--- src/design/pkt_pkg.sv ---
// ----------------------------------------------------------------------------
// pkt_pkg
// Types and codes shared by the pressed key table controller and datapath.
// ----------------------------------------------------------------------------
package pkt_pkg;

  localparam int CODE_W = 9;
  localparam int ST_W   = 2;

  // command codes
  localparam logic [1:0] CMD_EVENT = 2'd0;
  localparam logic [1:0] CMD_TICK  = 2'd1;
  localparam logic [1:0] CMD_QUERY = 2'd2;
  localparam logic [1:0] CMD_READ  = 2'd3;

  // key action codes
  localparam logic [1:0] ACT_RELEASE = 2'd0;
  localparam logic [1:0] ACT_PRESS   = 2'd1;

  // key states
  localparam logic [ST_W-1:0] ST_UP         = 2'd0;
  localparam logic [ST_W-1:0] ST_UP_FIRST   = 2'd1;
  localparam logic [ST_W-1:0] ST_DOWN       = 2'd2;
  localparam logic [ST_W-1:0] ST_DOWN_FIRST = 2'd3;

  typedef struct packed {
    logic [CODE_W-1:0] code;
    logic [ST_W-1:0]   st;
  } entry_t;

  typedef enum logic [2:0] {
    IDLE,
    DISPATCH,
    S_CMP,
    T_CHECK,
    T_LOAD,
    T_EXAM,
    R_WAIT
  } state_t;

  typedef enum logic [1:0] {
    RD_I,
    RD_INEXT,
    RD_NLAST,
    RD_INDEX
  } rd_sel_t;

  typedef enum logic [1:0] {
    WR_NONE,
    WR_EVENT,
    WR_APPEND,
    WR_KEEP
  } wr_kind_t;

  typedef enum logic [1:0] {
    RES_NONE,
    RES_PLAIN,
    RES_FOUND,
    RES_ENTRY
  } res_kind_t;

  typedef struct packed {
    logic      load_in;
    logic      rd_en;
    rd_sel_t   rd_sel;
    wr_kind_t  wr_kind;
    logic      i_inc;
    logic      n_dec;
    logic      cur_load;
    logic      cnt_inc;
    logic      cnt_from_n;
    res_kind_t res_kind;
  } ctrl_t;

  typedef struct packed {
    logic [1:0] cmd;
    logic       negative;
    logic       cnt_zero;
    logic       append_ok;
    logic       idx_ok;
    logic       match;
    logic       last;
    logic       tick_done;
    logic       keep;
    logic       move_ok;
  } stat_t;

endpackage

--- src/design/pkt_ram.sv ---
// ----------------------------------------------------------------------------
// pkt_ram
// Generic simple dual-port RAM: one write port, one registered read port.
// ----------------------------------------------------------------------------
module pkt_ram #(
  parameter int WIDTH = 8,
  parameter int DEPTH = 16
) (
  input  logic                     clk,
  input  logic                     wr_en,
  input  logic [$clog2(DEPTH)-1:0] wr_addr,
  input  logic [WIDTH-1:0]         wr_data,
  input  logic                     rd_en,
  input  logic [$clog2(DEPTH)-1:0] rd_addr,
  output logic [WIDTH-1:0]         rd_data
);

  logic [WIDTH-1:0] mem [DEPTH];

  always_ff @(posedge clk) begin
    if (wr_en) begin
      mem[wr_addr] <= wr_data;
    end
    if (rd_en) begin
      rd_data <= mem[rd_addr];
    end
  end

endmodule

--- src/design/pkt_ctrl.sv ---
// ----------------------------------------------------------------------------
// pkt_ctrl
// Sequencer for key events, frame ticks, queries and index reads.
// ----------------------------------------------------------------------------
module pkt_ctrl
  import pkt_pkg::*;
(
  input  logic  clk,
  input  logic  rst,
  input  logic  start,
  input  stat_t stat,
  output ctrl_t ctrl,
  output logic  busy
);

  state_t state, state_next;

  always_ff @(posedge clk) begin
    if (rst) begin
      state <= IDLE;
    end else begin
      state <= state_next;
    end
  end

  assign busy = (state != IDLE);

  always_comb begin
    state_next = state;
    case (state)
      IDLE: begin
        if (start) state_next = DISPATCH;
      end
      DISPATCH: begin
        case (stat.cmd)
          CMD_EVENT, CMD_QUERY: begin
            if (stat.negative || stat.cnt_zero) state_next = IDLE;
            else state_next = S_CMP;
          end
          CMD_TICK: state_next = T_CHECK;
          CMD_READ: begin
            if (stat.idx_ok) state_next = R_WAIT;
            else state_next = IDLE;
          end
          default: state_next = IDLE;
        endcase
      end
      S_CMP: begin
        if (stat.match || stat.last) state_next = IDLE;
      end
      T_CHECK: begin
        if (stat.tick_done) state_next = IDLE;
        else state_next = T_LOAD;
      end
      T_LOAD: state_next = T_EXAM;
      T_EXAM: begin
        if (!stat.keep && stat.move_ok) state_next = T_LOAD;
        else state_next = T_CHECK;
      end
      R_WAIT: state_next = IDLE;
      default: state_next = IDLE;
    endcase
  end

  always_comb begin
    ctrl = '0;
    ctrl.rd_sel   = RD_I;
    ctrl.wr_kind  = WR_NONE;
    ctrl.res_kind = RES_NONE;
    case (state)
      IDLE: begin
        ctrl.load_in = start;
      end
      DISPATCH: begin
        case (stat.cmd)
          CMD_EVENT, CMD_QUERY: begin
            if (stat.negative) begin
              ctrl.res_kind = RES_PLAIN;
            end else if (stat.cnt_zero) begin
              // empty table: a miss right away
              if (stat.cmd == CMD_EVENT && stat.append_ok) begin
                ctrl.wr_kind = WR_APPEND;
                ctrl.cnt_inc = 1'b1;
              end
              ctrl.res_kind = RES_PLAIN;
            end else begin
              ctrl.rd_en  = 1'b1;
              ctrl.rd_sel = RD_I;
            end
          end
          CMD_READ: begin
            if (stat.idx_ok) begin
              ctrl.rd_en  = 1'b1;
              ctrl.rd_sel = RD_INDEX;
            end else begin
              ctrl.res_kind = RES_PLAIN;
            end
          end
          default: ;
        endcase
      end
      S_CMP: begin
        if (stat.match) begin
          if (stat.cmd == CMD_EVENT) begin
            ctrl.wr_kind  = WR_EVENT;
            ctrl.res_kind = RES_PLAIN;
          end else begin
            ctrl.res_kind = RES_FOUND;
          end
        end else if (stat.last) begin
          if (stat.cmd == CMD_EVENT && stat.append_ok) begin
            ctrl.wr_kind = WR_APPEND;
            ctrl.cnt_inc = 1'b1;
          end
          ctrl.res_kind = RES_PLAIN;
        end else begin
          // fetch the next entry while advancing
          ctrl.rd_en  = 1'b1;
          ctrl.rd_sel = RD_INEXT;
          ctrl.i_inc  = 1'b1;
        end
      end
      T_CHECK: begin
        if (stat.tick_done) begin
          ctrl.cnt_from_n = 1'b1;
          ctrl.res_kind   = RES_PLAIN;
        end else begin
          ctrl.rd_en  = 1'b1;
          ctrl.rd_sel = RD_I;
        end
      end
      T_LOAD: begin
        ctrl.cur_load = 1'b1;
      end
      T_EXAM: begin
        if (stat.keep) begin
          ctrl.wr_kind = WR_KEEP;
          ctrl.i_inc   = 1'b1;
        end else begin
          // drop the entry: pull the last one into the hole
          ctrl.n_dec = 1'b1;
          if (stat.move_ok) begin
            ctrl.rd_en  = 1'b1;
            ctrl.rd_sel = RD_NLAST;
          end
        end
      end
      R_WAIT: begin
        ctrl.res_kind = RES_ENTRY;
      end
      default: ;
    endcase
  end

endmodule

--- src/design/pkt_dp.sv ---
// ----------------------------------------------------------------------------
// pkt_dp
// Datapath: entry RAM, count, walk pointers and result registers.
// ----------------------------------------------------------------------------
module pkt_dp
  import pkt_pkg::*;
#(
  parameter int SLOTS = 16
) (
  input  logic              clk,
  input  logic              rst,
  input  logic [1:0]        command,
  input  logic signed [9:0] key_code,
  input  logic [1:0]        key_action,
  input  logic [3:0]        entry_index,
  input  ctrl_t             ctrl,
  output stat_t             stat,
  output logic              done,
  output logic              key_found,
  output logic              key_held,
  output logic              key_went_down,
  output logic              key_went_up,
  output logic [8:0]        entry_key_code,
  output logic [3:0]        active_count
);

  localparam int AW = (SLOTS > 1) ? $clog2(SLOTS) : 1;
  localparam logic [AW-1:0] LAST_SLOT = AW'(SLOTS - 1);
  localparam logic [AW-1:0] AW_ONE    = AW'(1);

  logic [1:0]  cmd_r;
  logic [9:0]  key_r;
  logic [1:0]  act_r;
  logic [3:0]  idx_r;
  logic [AW-1:0] i, n, count, cnt_next;
  logic [AW:0]   i_p1;
  logic [AW+3:0] cnt_ext;
  entry_t      cur, rd_data, wr_data;
  logic          rd_en, wr_en;
  logic [AW-1:0] rd_addr, wr_addr;
  logic [ST_W-1:0] ev_st;
  logic        act_sets;

  pkt_ram #(
    .WIDTH ($bits(entry_t)),
    .DEPTH (SLOTS)
  ) u_ram (
    .clk     (clk),
    .wr_en   (wr_en),
    .wr_addr (wr_addr),
    .wr_data (wr_data),
    .rd_en   (rd_en),
    .rd_addr (rd_addr),
    .rd_data (rd_data)
  );

  assign act_sets = (act_r == ACT_PRESS) || (act_r == ACT_RELEASE);
  assign ev_st    = (act_r == ACT_PRESS) ? ST_DOWN_FIRST : ST_UP_FIRST;
  assign i_p1     = {1'b0, i} + {{AW{1'b0}}, 1'b1};

  // read port
  assign rd_en = ctrl.rd_en;
  always_comb begin
    case (ctrl.rd_sel)
      RD_I:     rd_addr = i;
      RD_INEXT: rd_addr = i_p1[AW-1:0];
      RD_NLAST: rd_addr = n - AW_ONE;
      RD_INDEX: rd_addr = AW'(idx_r);
      default:  rd_addr = i;
    endcase
  end

  // write port
  always_comb begin
    wr_en   = 1'b0;
    wr_addr = i;
    wr_data = rd_data;
    case (ctrl.wr_kind)
      WR_EVENT: begin
        wr_en      = act_sets;
        wr_data.st = ev_st;
      end
      WR_APPEND: begin
        wr_en        = 1'b1;
        wr_addr      = count;
        wr_data.code = key_r[CODE_W-1:0];
        wr_data.st   = act_sets ? ev_st : ST_UP;
      end
      WR_KEEP: begin
        wr_en      = 1'b1;
        wr_data    = cur;
        wr_data.st = ST_DOWN;
      end
      default: ;
    endcase
  end

  always_comb begin
    cnt_next = count;
    if (ctrl.cnt_inc) cnt_next = count + AW_ONE;
    else if (ctrl.cnt_from_n) cnt_next = n;
  end
  assign cnt_ext = {4'b0, cnt_next};

  always_ff @(posedge clk) begin
    if (rst) begin
      count <= '0;
      i     <= '0;
      n     <= '0;
      done  <= 1'b0;
    end else begin
      count <= cnt_next;
      done  <= (ctrl.res_kind != RES_NONE);
      if (ctrl.load_in) begin
        i <= '0;
        n <= count;
      end else begin
        if (ctrl.i_inc) i <= i_p1[AW-1:0];
        if (ctrl.n_dec) n <= n - AW_ONE;
      end
    end
  end

  always_ff @(posedge clk) begin
    if (ctrl.load_in) begin
      cmd_r <= command;
      key_r <= key_code;
      act_r <= key_action;
      idx_r <= entry_index;
    end
    if (ctrl.cur_load) cur <= rd_data;
    if (ctrl.res_kind != RES_NONE) begin
      key_found      <= 1'b0;
      key_held       <= 1'b0;
      key_went_down  <= 1'b0;
      key_went_up    <= 1'b0;
      entry_key_code <= '0;
      active_count   <= cnt_ext[3:0];
      case (ctrl.res_kind)
        RES_FOUND: begin
          key_found     <= 1'b1;
          key_held      <= rd_data.st[1];
          key_went_down <= (rd_data.st == ST_DOWN_FIRST);
          key_went_up   <= (rd_data.st == ST_UP_FIRST);
        end
        RES_ENTRY: entry_key_code <= rd_data.code;
        default: ;
      endcase
    end
  end

  assign stat.cmd       = cmd_r;
  assign stat.negative  = key_r[9];
  assign stat.cnt_zero  = (count == '0);
  assign stat.append_ok = (count < LAST_SLOT);
  assign stat.idx_ok    = ((AW+4)'(idx_r) < (AW+4)'(count));
  assign stat.match     = (rd_data.code == key_r[CODE_W-1:0]);
  assign stat.last      = (i_p1 == {1'b0, count});
  assign stat.tick_done = (i >= n);
  assign stat.keep      = cur.st[1];
  assign stat.move_ok   = (i_p1 < {1'b0, n});

endmodule

--- src/design/pressed_key_table_top.sv ---
// ----------------------------------------------------------------------------
// pressed_key_table_top
// Table of active keys with two-bit press state, frame aging and lookup.
// ----------------------------------------------------------------------------
// A command is taken when start is high and busy is low; its single result
// appears with done high for one cycle, and the next command may be taken in
// that same cycle. All entries sit in one RAM with one read port, so the
// time per command follows the table walk: a read by index reads the entry
// at that index (or ends at once when past the count), a key event or query
// searches the entries in order until a match or the last one, and a frame
// tick examines each entry, keeping it or removing it by moving the last
// entry into its place. Results must be taken as shown.
module pressed_key_table_top
  import pkt_pkg::*;
#(
  parameter int SLOTS = 16
) (
  input  logic              clk,
  input  logic              rst,
  input  logic              start,
  output logic              busy,
  input  logic [1:0]        command,
  input  logic signed [9:0] key_code,
  input  logic [1:0]        key_action,
  input  logic [3:0]        entry_index,
  output logic              done,
  output logic              key_found,
  output logic              key_held,
  output logic              key_went_down,
  output logic              key_went_up,
  output logic [8:0]        entry_key_code,
  output logic [3:0]        active_count
);

  ctrl_t ctrl;
  stat_t stat;

  pkt_ctrl u_ctrl (
    .clk   (clk),
    .rst   (rst),
    .start (start),
    .stat  (stat),
    .ctrl  (ctrl),
    .busy  (busy)
  );

  pkt_dp #(
    .SLOTS (SLOTS)
  ) u_dp (
    .clk            (clk),
    .rst            (rst),
    .command        (command),
    .key_code       (key_code),
    .key_action     (key_action),
    .entry_index    (entry_index),
    .ctrl           (ctrl),
    .stat           (stat),
    .done           (done),
    .key_found      (key_found),
    .key_held       (key_held),
    .key_went_down  (key_went_down),
    .key_went_up    (key_went_up),
    .entry_key_code (entry_key_code),
    .active_count   (active_count)
  );

endmodule
--- config.mk ---
export PLATFORM = sky130hd
export DESIGN_NAME = pressed_key_table_top
export DESIGN_NICKNAME = d
export VERILOG_FILES = /design/src/design/pkt_pkg.sv /design/src/design/pkt_ram.sv /design/src/design/pkt_ctrl.sv /design/src/design/pkt_dp.sv /design/src/design/pressed_key_table_top.sv
export SDC_FILE = /design/constraint.sdc
export NUM_CORES = 1
export LEC_CHECK = 0
export BUFFER_PORTS_ARGS = -buffer_cell sky130_fd_sc_hd__buf_2
export CAP_MARGIN = 20
export CORE_MARGIN = 2
export CORE_UTILIZATION = 58
export CTS_BUF_LIST = sky130_fd_sc_hd__clkbuf_8
export DETAILED_ROUTE_END_ITERATION = 10
export PLACE_DENSITY = 0.78
export RECOVER_POWER = 100
export REMOVE_ABC_BUFFERS = 1
export SLEW_MARGIN = 20
export SYNTH_ARGS = -nofsm -noshare
export SYNTH_HDL_FRONTEND = slang
export SYNTH_SLANG_ARGS = --single-unit
--- constraint.sdc ---
create_clock -name clk -period 3.8 [get_ports clk]
set_clock_uncertainty 0.2 [all_clocks]
set_input_delay 0.38 -clock clk [delete_from_list [all_inputs] [get_ports clk]]
set_output_delay 0.38 -clock clk [all_outputs]
set_load 0.02 [all_outputs]
==> summary.txt <==
Status
  • Status: complete, no violations

CTS
  • Longest Clk Path Bufs: 3
  • Clock sinks: 248
  • H-tree depth: 2
  • Clk Latency, worst-skew pair: around 0.54 ns
  • CTS root buffer: clkbuf_8
  • Reg clk slew, reported paths: around 0.060 ns
  • CTS tree: yes
  • Total CTS buffers: 39

Global routing
  • First-pass GRT wire length: about 38 mm
  • Vias in the first global route: 6769
  • Initial antenna violation count: 0
  • Grt ovf: 0
  • Largest net degree at the start of global routing: 29
  • Tot GR Track Use: 0.252

Timing
  • Worst-margin pin slew: 0.934 ns
  • Final setup fails: 0
  • Final worst path period share: 0.954
  • Fin. max-slew vios: 0
  • Final Hold Vio Count: 0
  • Slew headroom: 0.375
  • Fmax: between 200 and 300 MHz
  • Hold WS: 0.101 ns
  • Final min period: between 3 and 4 ns
  • RSZ-0062 raised after global routing: false

Cells and area
  • ANT cells: 0
  • Area Overhead vs Synth: 15.5%
  • Finished Layout Cells: ~1100
  • Nets: ~900
  • Final-layout fill cell count: 1300
  • Final Cell Area: ~0.013 mm2
  • Share of cells above drive strength 1: 0.210

Synthesis
  • Mux contribution to synthesized area: 0.105
  • Post-Syn Area: ~0.011 mm2
  • Warnings from Yosys: 0
  • Yosys top cell by area: edfxtp_1
  • Post-synthesis simple-gate area fraction: 0.0767
  • Asr flop ratio synth: 0
  • Top_reg_cell synth: edfxtp_1
  • Post-synth top cells: 232 x edfxtp_1, 89 x mux2i_1, 55 x nand2_1
  • Number of synthesized flops with an enable pin: 232
  • Synth Area in Compound Gates: 0.0865
  • #FFs+latches synth: between 200 and 250
  • Largest family of logic cells by synthesized area: multiplexers
  • Mapped Cells: roughly 730
  • Post-Synth XOR/XNOR Area: 0.0173
  • Average size of a mapped cell: between 10 and 15 um2
  • Adder-Cell Fraction of Synth Area: 0.0173
  • Top-count cell post-synth: edfxtp_1
  • Post-synthesis sequential area ratio: 0.671
  • Synth cell types: 62
  • Synth top area share: 0.641
  • Largest cells by area after synthesis: edfxtp_1 64%, mux2i_1 8.2%, dfxtp_1 2.9%, nand2_1 1.9%, nor2_1 1.8%

Min path
  • Worst hold path class: input pin to flip-flop

Die
  • Core area: around 0.019 mm2
  • Top-Level Pins: 40
  • Die Ht: about 140 um
  • Die Area: between 0.015 and 0.02 mm2
  • Starting Density: 0.587
  • Rows: 50
  • Die X: between 100 and 150 um

Route
  • Vias: 6659
  • Iter 0 DRT Violations: 538
  • Antenna-violating nets left: 0
  • Vias per std cell: 5.95
  • Overall routed net length: between 20 and 25 mm
  • Routed WL per cell: between 20 and 25 um
  • Drt pass-1 iters: 5
  • DRC viols: 0

Setup path
  • WP buf/inv: 3
  • Critical path class: flip-flop to flip-flop
  • Worst-path cell chain: clkbuf_1 -> inv_1 -> ha_1 -> nand2b_1 -> a21o_1 -> a21o_1 -> a21oi_1 -> a21oi_1 -> o21ai_0 -> clkbuf_1
  • Critical path arrival: ~3.6 ns
  • Worst EP required: roughly 3.8 ns
  • Worst-path fanout max: 11
  • CP top delay family: buffers and inverters
  • Max stage delay on crit path: approximately 0.66 ns
  • Critical Path Source Type: flip-flop
  • Crit end category: flip-flop
  • Slowest cell on crit path: clkbuf_1

Flow run
  • Max_cap viols: 0

Power
  • Worst VDD drop: approximately 490 uV
  • LEAKAGE: about 4.4 nW
  • Power per Cell Area: 453 mW/mm2

Placed design
  • Post-DP Area: between 0.01 and 0.015 mm2
  • Cell count after placement: approximately 1000
  • Hpwl dp: between 15 and 20 mm
  • GP Congestion: 0.895
  • Port-buffer cells: 39
## sequential cells by signal (all words and copies together) (netlist names), 2 cells and up
signal and cells:
u_dp.idx_r 4, u_dp.key_r 10, u_dp.i 4, u_dp.u_ram.rd_data 11, u_dp.cur 9, u_ctrl.state 3, u_dp.act_r 2, u_dp.n 4
u_dp.count 4, u_dp.active_count 4, u_dp.u_ram.mem 176, u_dp.cmd_r 2, u_dp.entry_key_code 9
## through the flow
| stage | setup TNS, ns | worst slack (ns) | utilization | power (mW) |
|---|---|---|---|---|
| global route | 0 | 0.0116 | 0.678 | 5.88 |
| detailed placement | -0.252 | -0.180 | 0.631 | 3.62 |
| CTS | 0 | 0.0158 | 0.680 | 5.71 |
| finish | 0 | 0.174 | 0.678 | 5.68 |
| floorplan | -24.66 | -2.24 | - | 3.45 |
| global placement | -0.0968 | -0.0968 | 0.631 | 3.60 |
## cells in the final DEF (no fill, tap or decap), types with 5 or more instances in the layout
cell / n
edfxtp_1: 232
mux2i_1: 89
nand2_1: 50
nor2_1: 49
clkbuf_8: 39
buf_4: 36
clkbuf_1: 26
o21ai_0: 23
buf_2: 22
inv_1: 21
dlygate4sd3_1: 19
dfxtp_1: 16
mux2_2: 15
ha_1: 15
a21oi_1: 13
a22oi_1: 13
clkbuf_4: 12
nor2b_1: 10
o221ai_2: 10
clkinv_1: 10
xor2_1: 9
a22oi_2: 9
xnor2_1: 8
nor3_1: 8
mux2_1: 7
o21ai_1: 7
and2_0: 7
and3_1: 6
nand2_2: 5
clkinv_2: 5
buf_12: 5
## worst paths after layout
check             from                      to  slack [ns]  cells after the start
max          u_dp.i[0]  u_dp.u_ram.rd_data[10]        0.17                     10
min              start         u_ctrl.state[0]        0.10                      4
max reg2reg  u_dp.i[0]  u_dp.u_ram.rd_data[10]        0.17                     10
min reg2reg  u_dp.n[3]               u_dp.n[3]        0.26                      2
## routing by layer
metal,part of all wire,up-vias,track usage
li1,-,3055,-
met1,0.40,3280,0.317
met2,0.49,251,0.423
met3,0.066,73,0.0550
met4,0.040,0,0.117
met5,0,-,0
## worst register-to-register path, cell delays in order, from the launching register on
cell and delay, ns:
dfxtp_1 0.38, clkbuf_1 0.32, inv_1 0.20, ha_1 0.30
nand2b_1 0.14, a21o_1 0.18, a21o_1 0.17, a21oi_1 0.41
a21oi_1 0.12, o21ai_0 0.16, clkbuf_1 0.66
## cells by family (layout without fill, tap and decap cells)
group,Yosys count,after routing
xor+xnor,19,19
buf+inv,49,204
compound gates,118,118
mux,111,111
fa+ha+maj,15,15
simple gates,171,171
flops,248,248
## where the power goes
group | internal [mW] | switching [mW]
clock | 1.10 | 1.01
sequential | 3.06 | 0.0392
combinational | 0.191 | 0.289
total | 4.34 | 1.34
## repair_timing
action / in CTS / in global routing
hold buffers: 19 / 0
endpoints found under the hold margin: 26 / 0
gates resized for setup: 3 / 11
buffers inserted: 0 / 0
setup endpoints to repair: 2 / 174
## area by class of cell
| type | instances | area, um2 | share of cell area |
|---|---|---|---|
| Multi-Input combinational cell | 434 | 3330 | 0.265 |
| Clock buffer | 39 | 537 | 0.0428 |
| Tap cell | 234 | 293 | 0.0233 |
| Sequential cell | 248 | 7290 | 0.581 |
| Clock inverter | 28 | 175 | 0.0140 |
| Inverter | 14 | 52.6 | 0.00419 |
| Timing Repair Buffer | 123 | 873 | 0.0696 |
No activity file was read; power rests on OpenSTA's default activity.
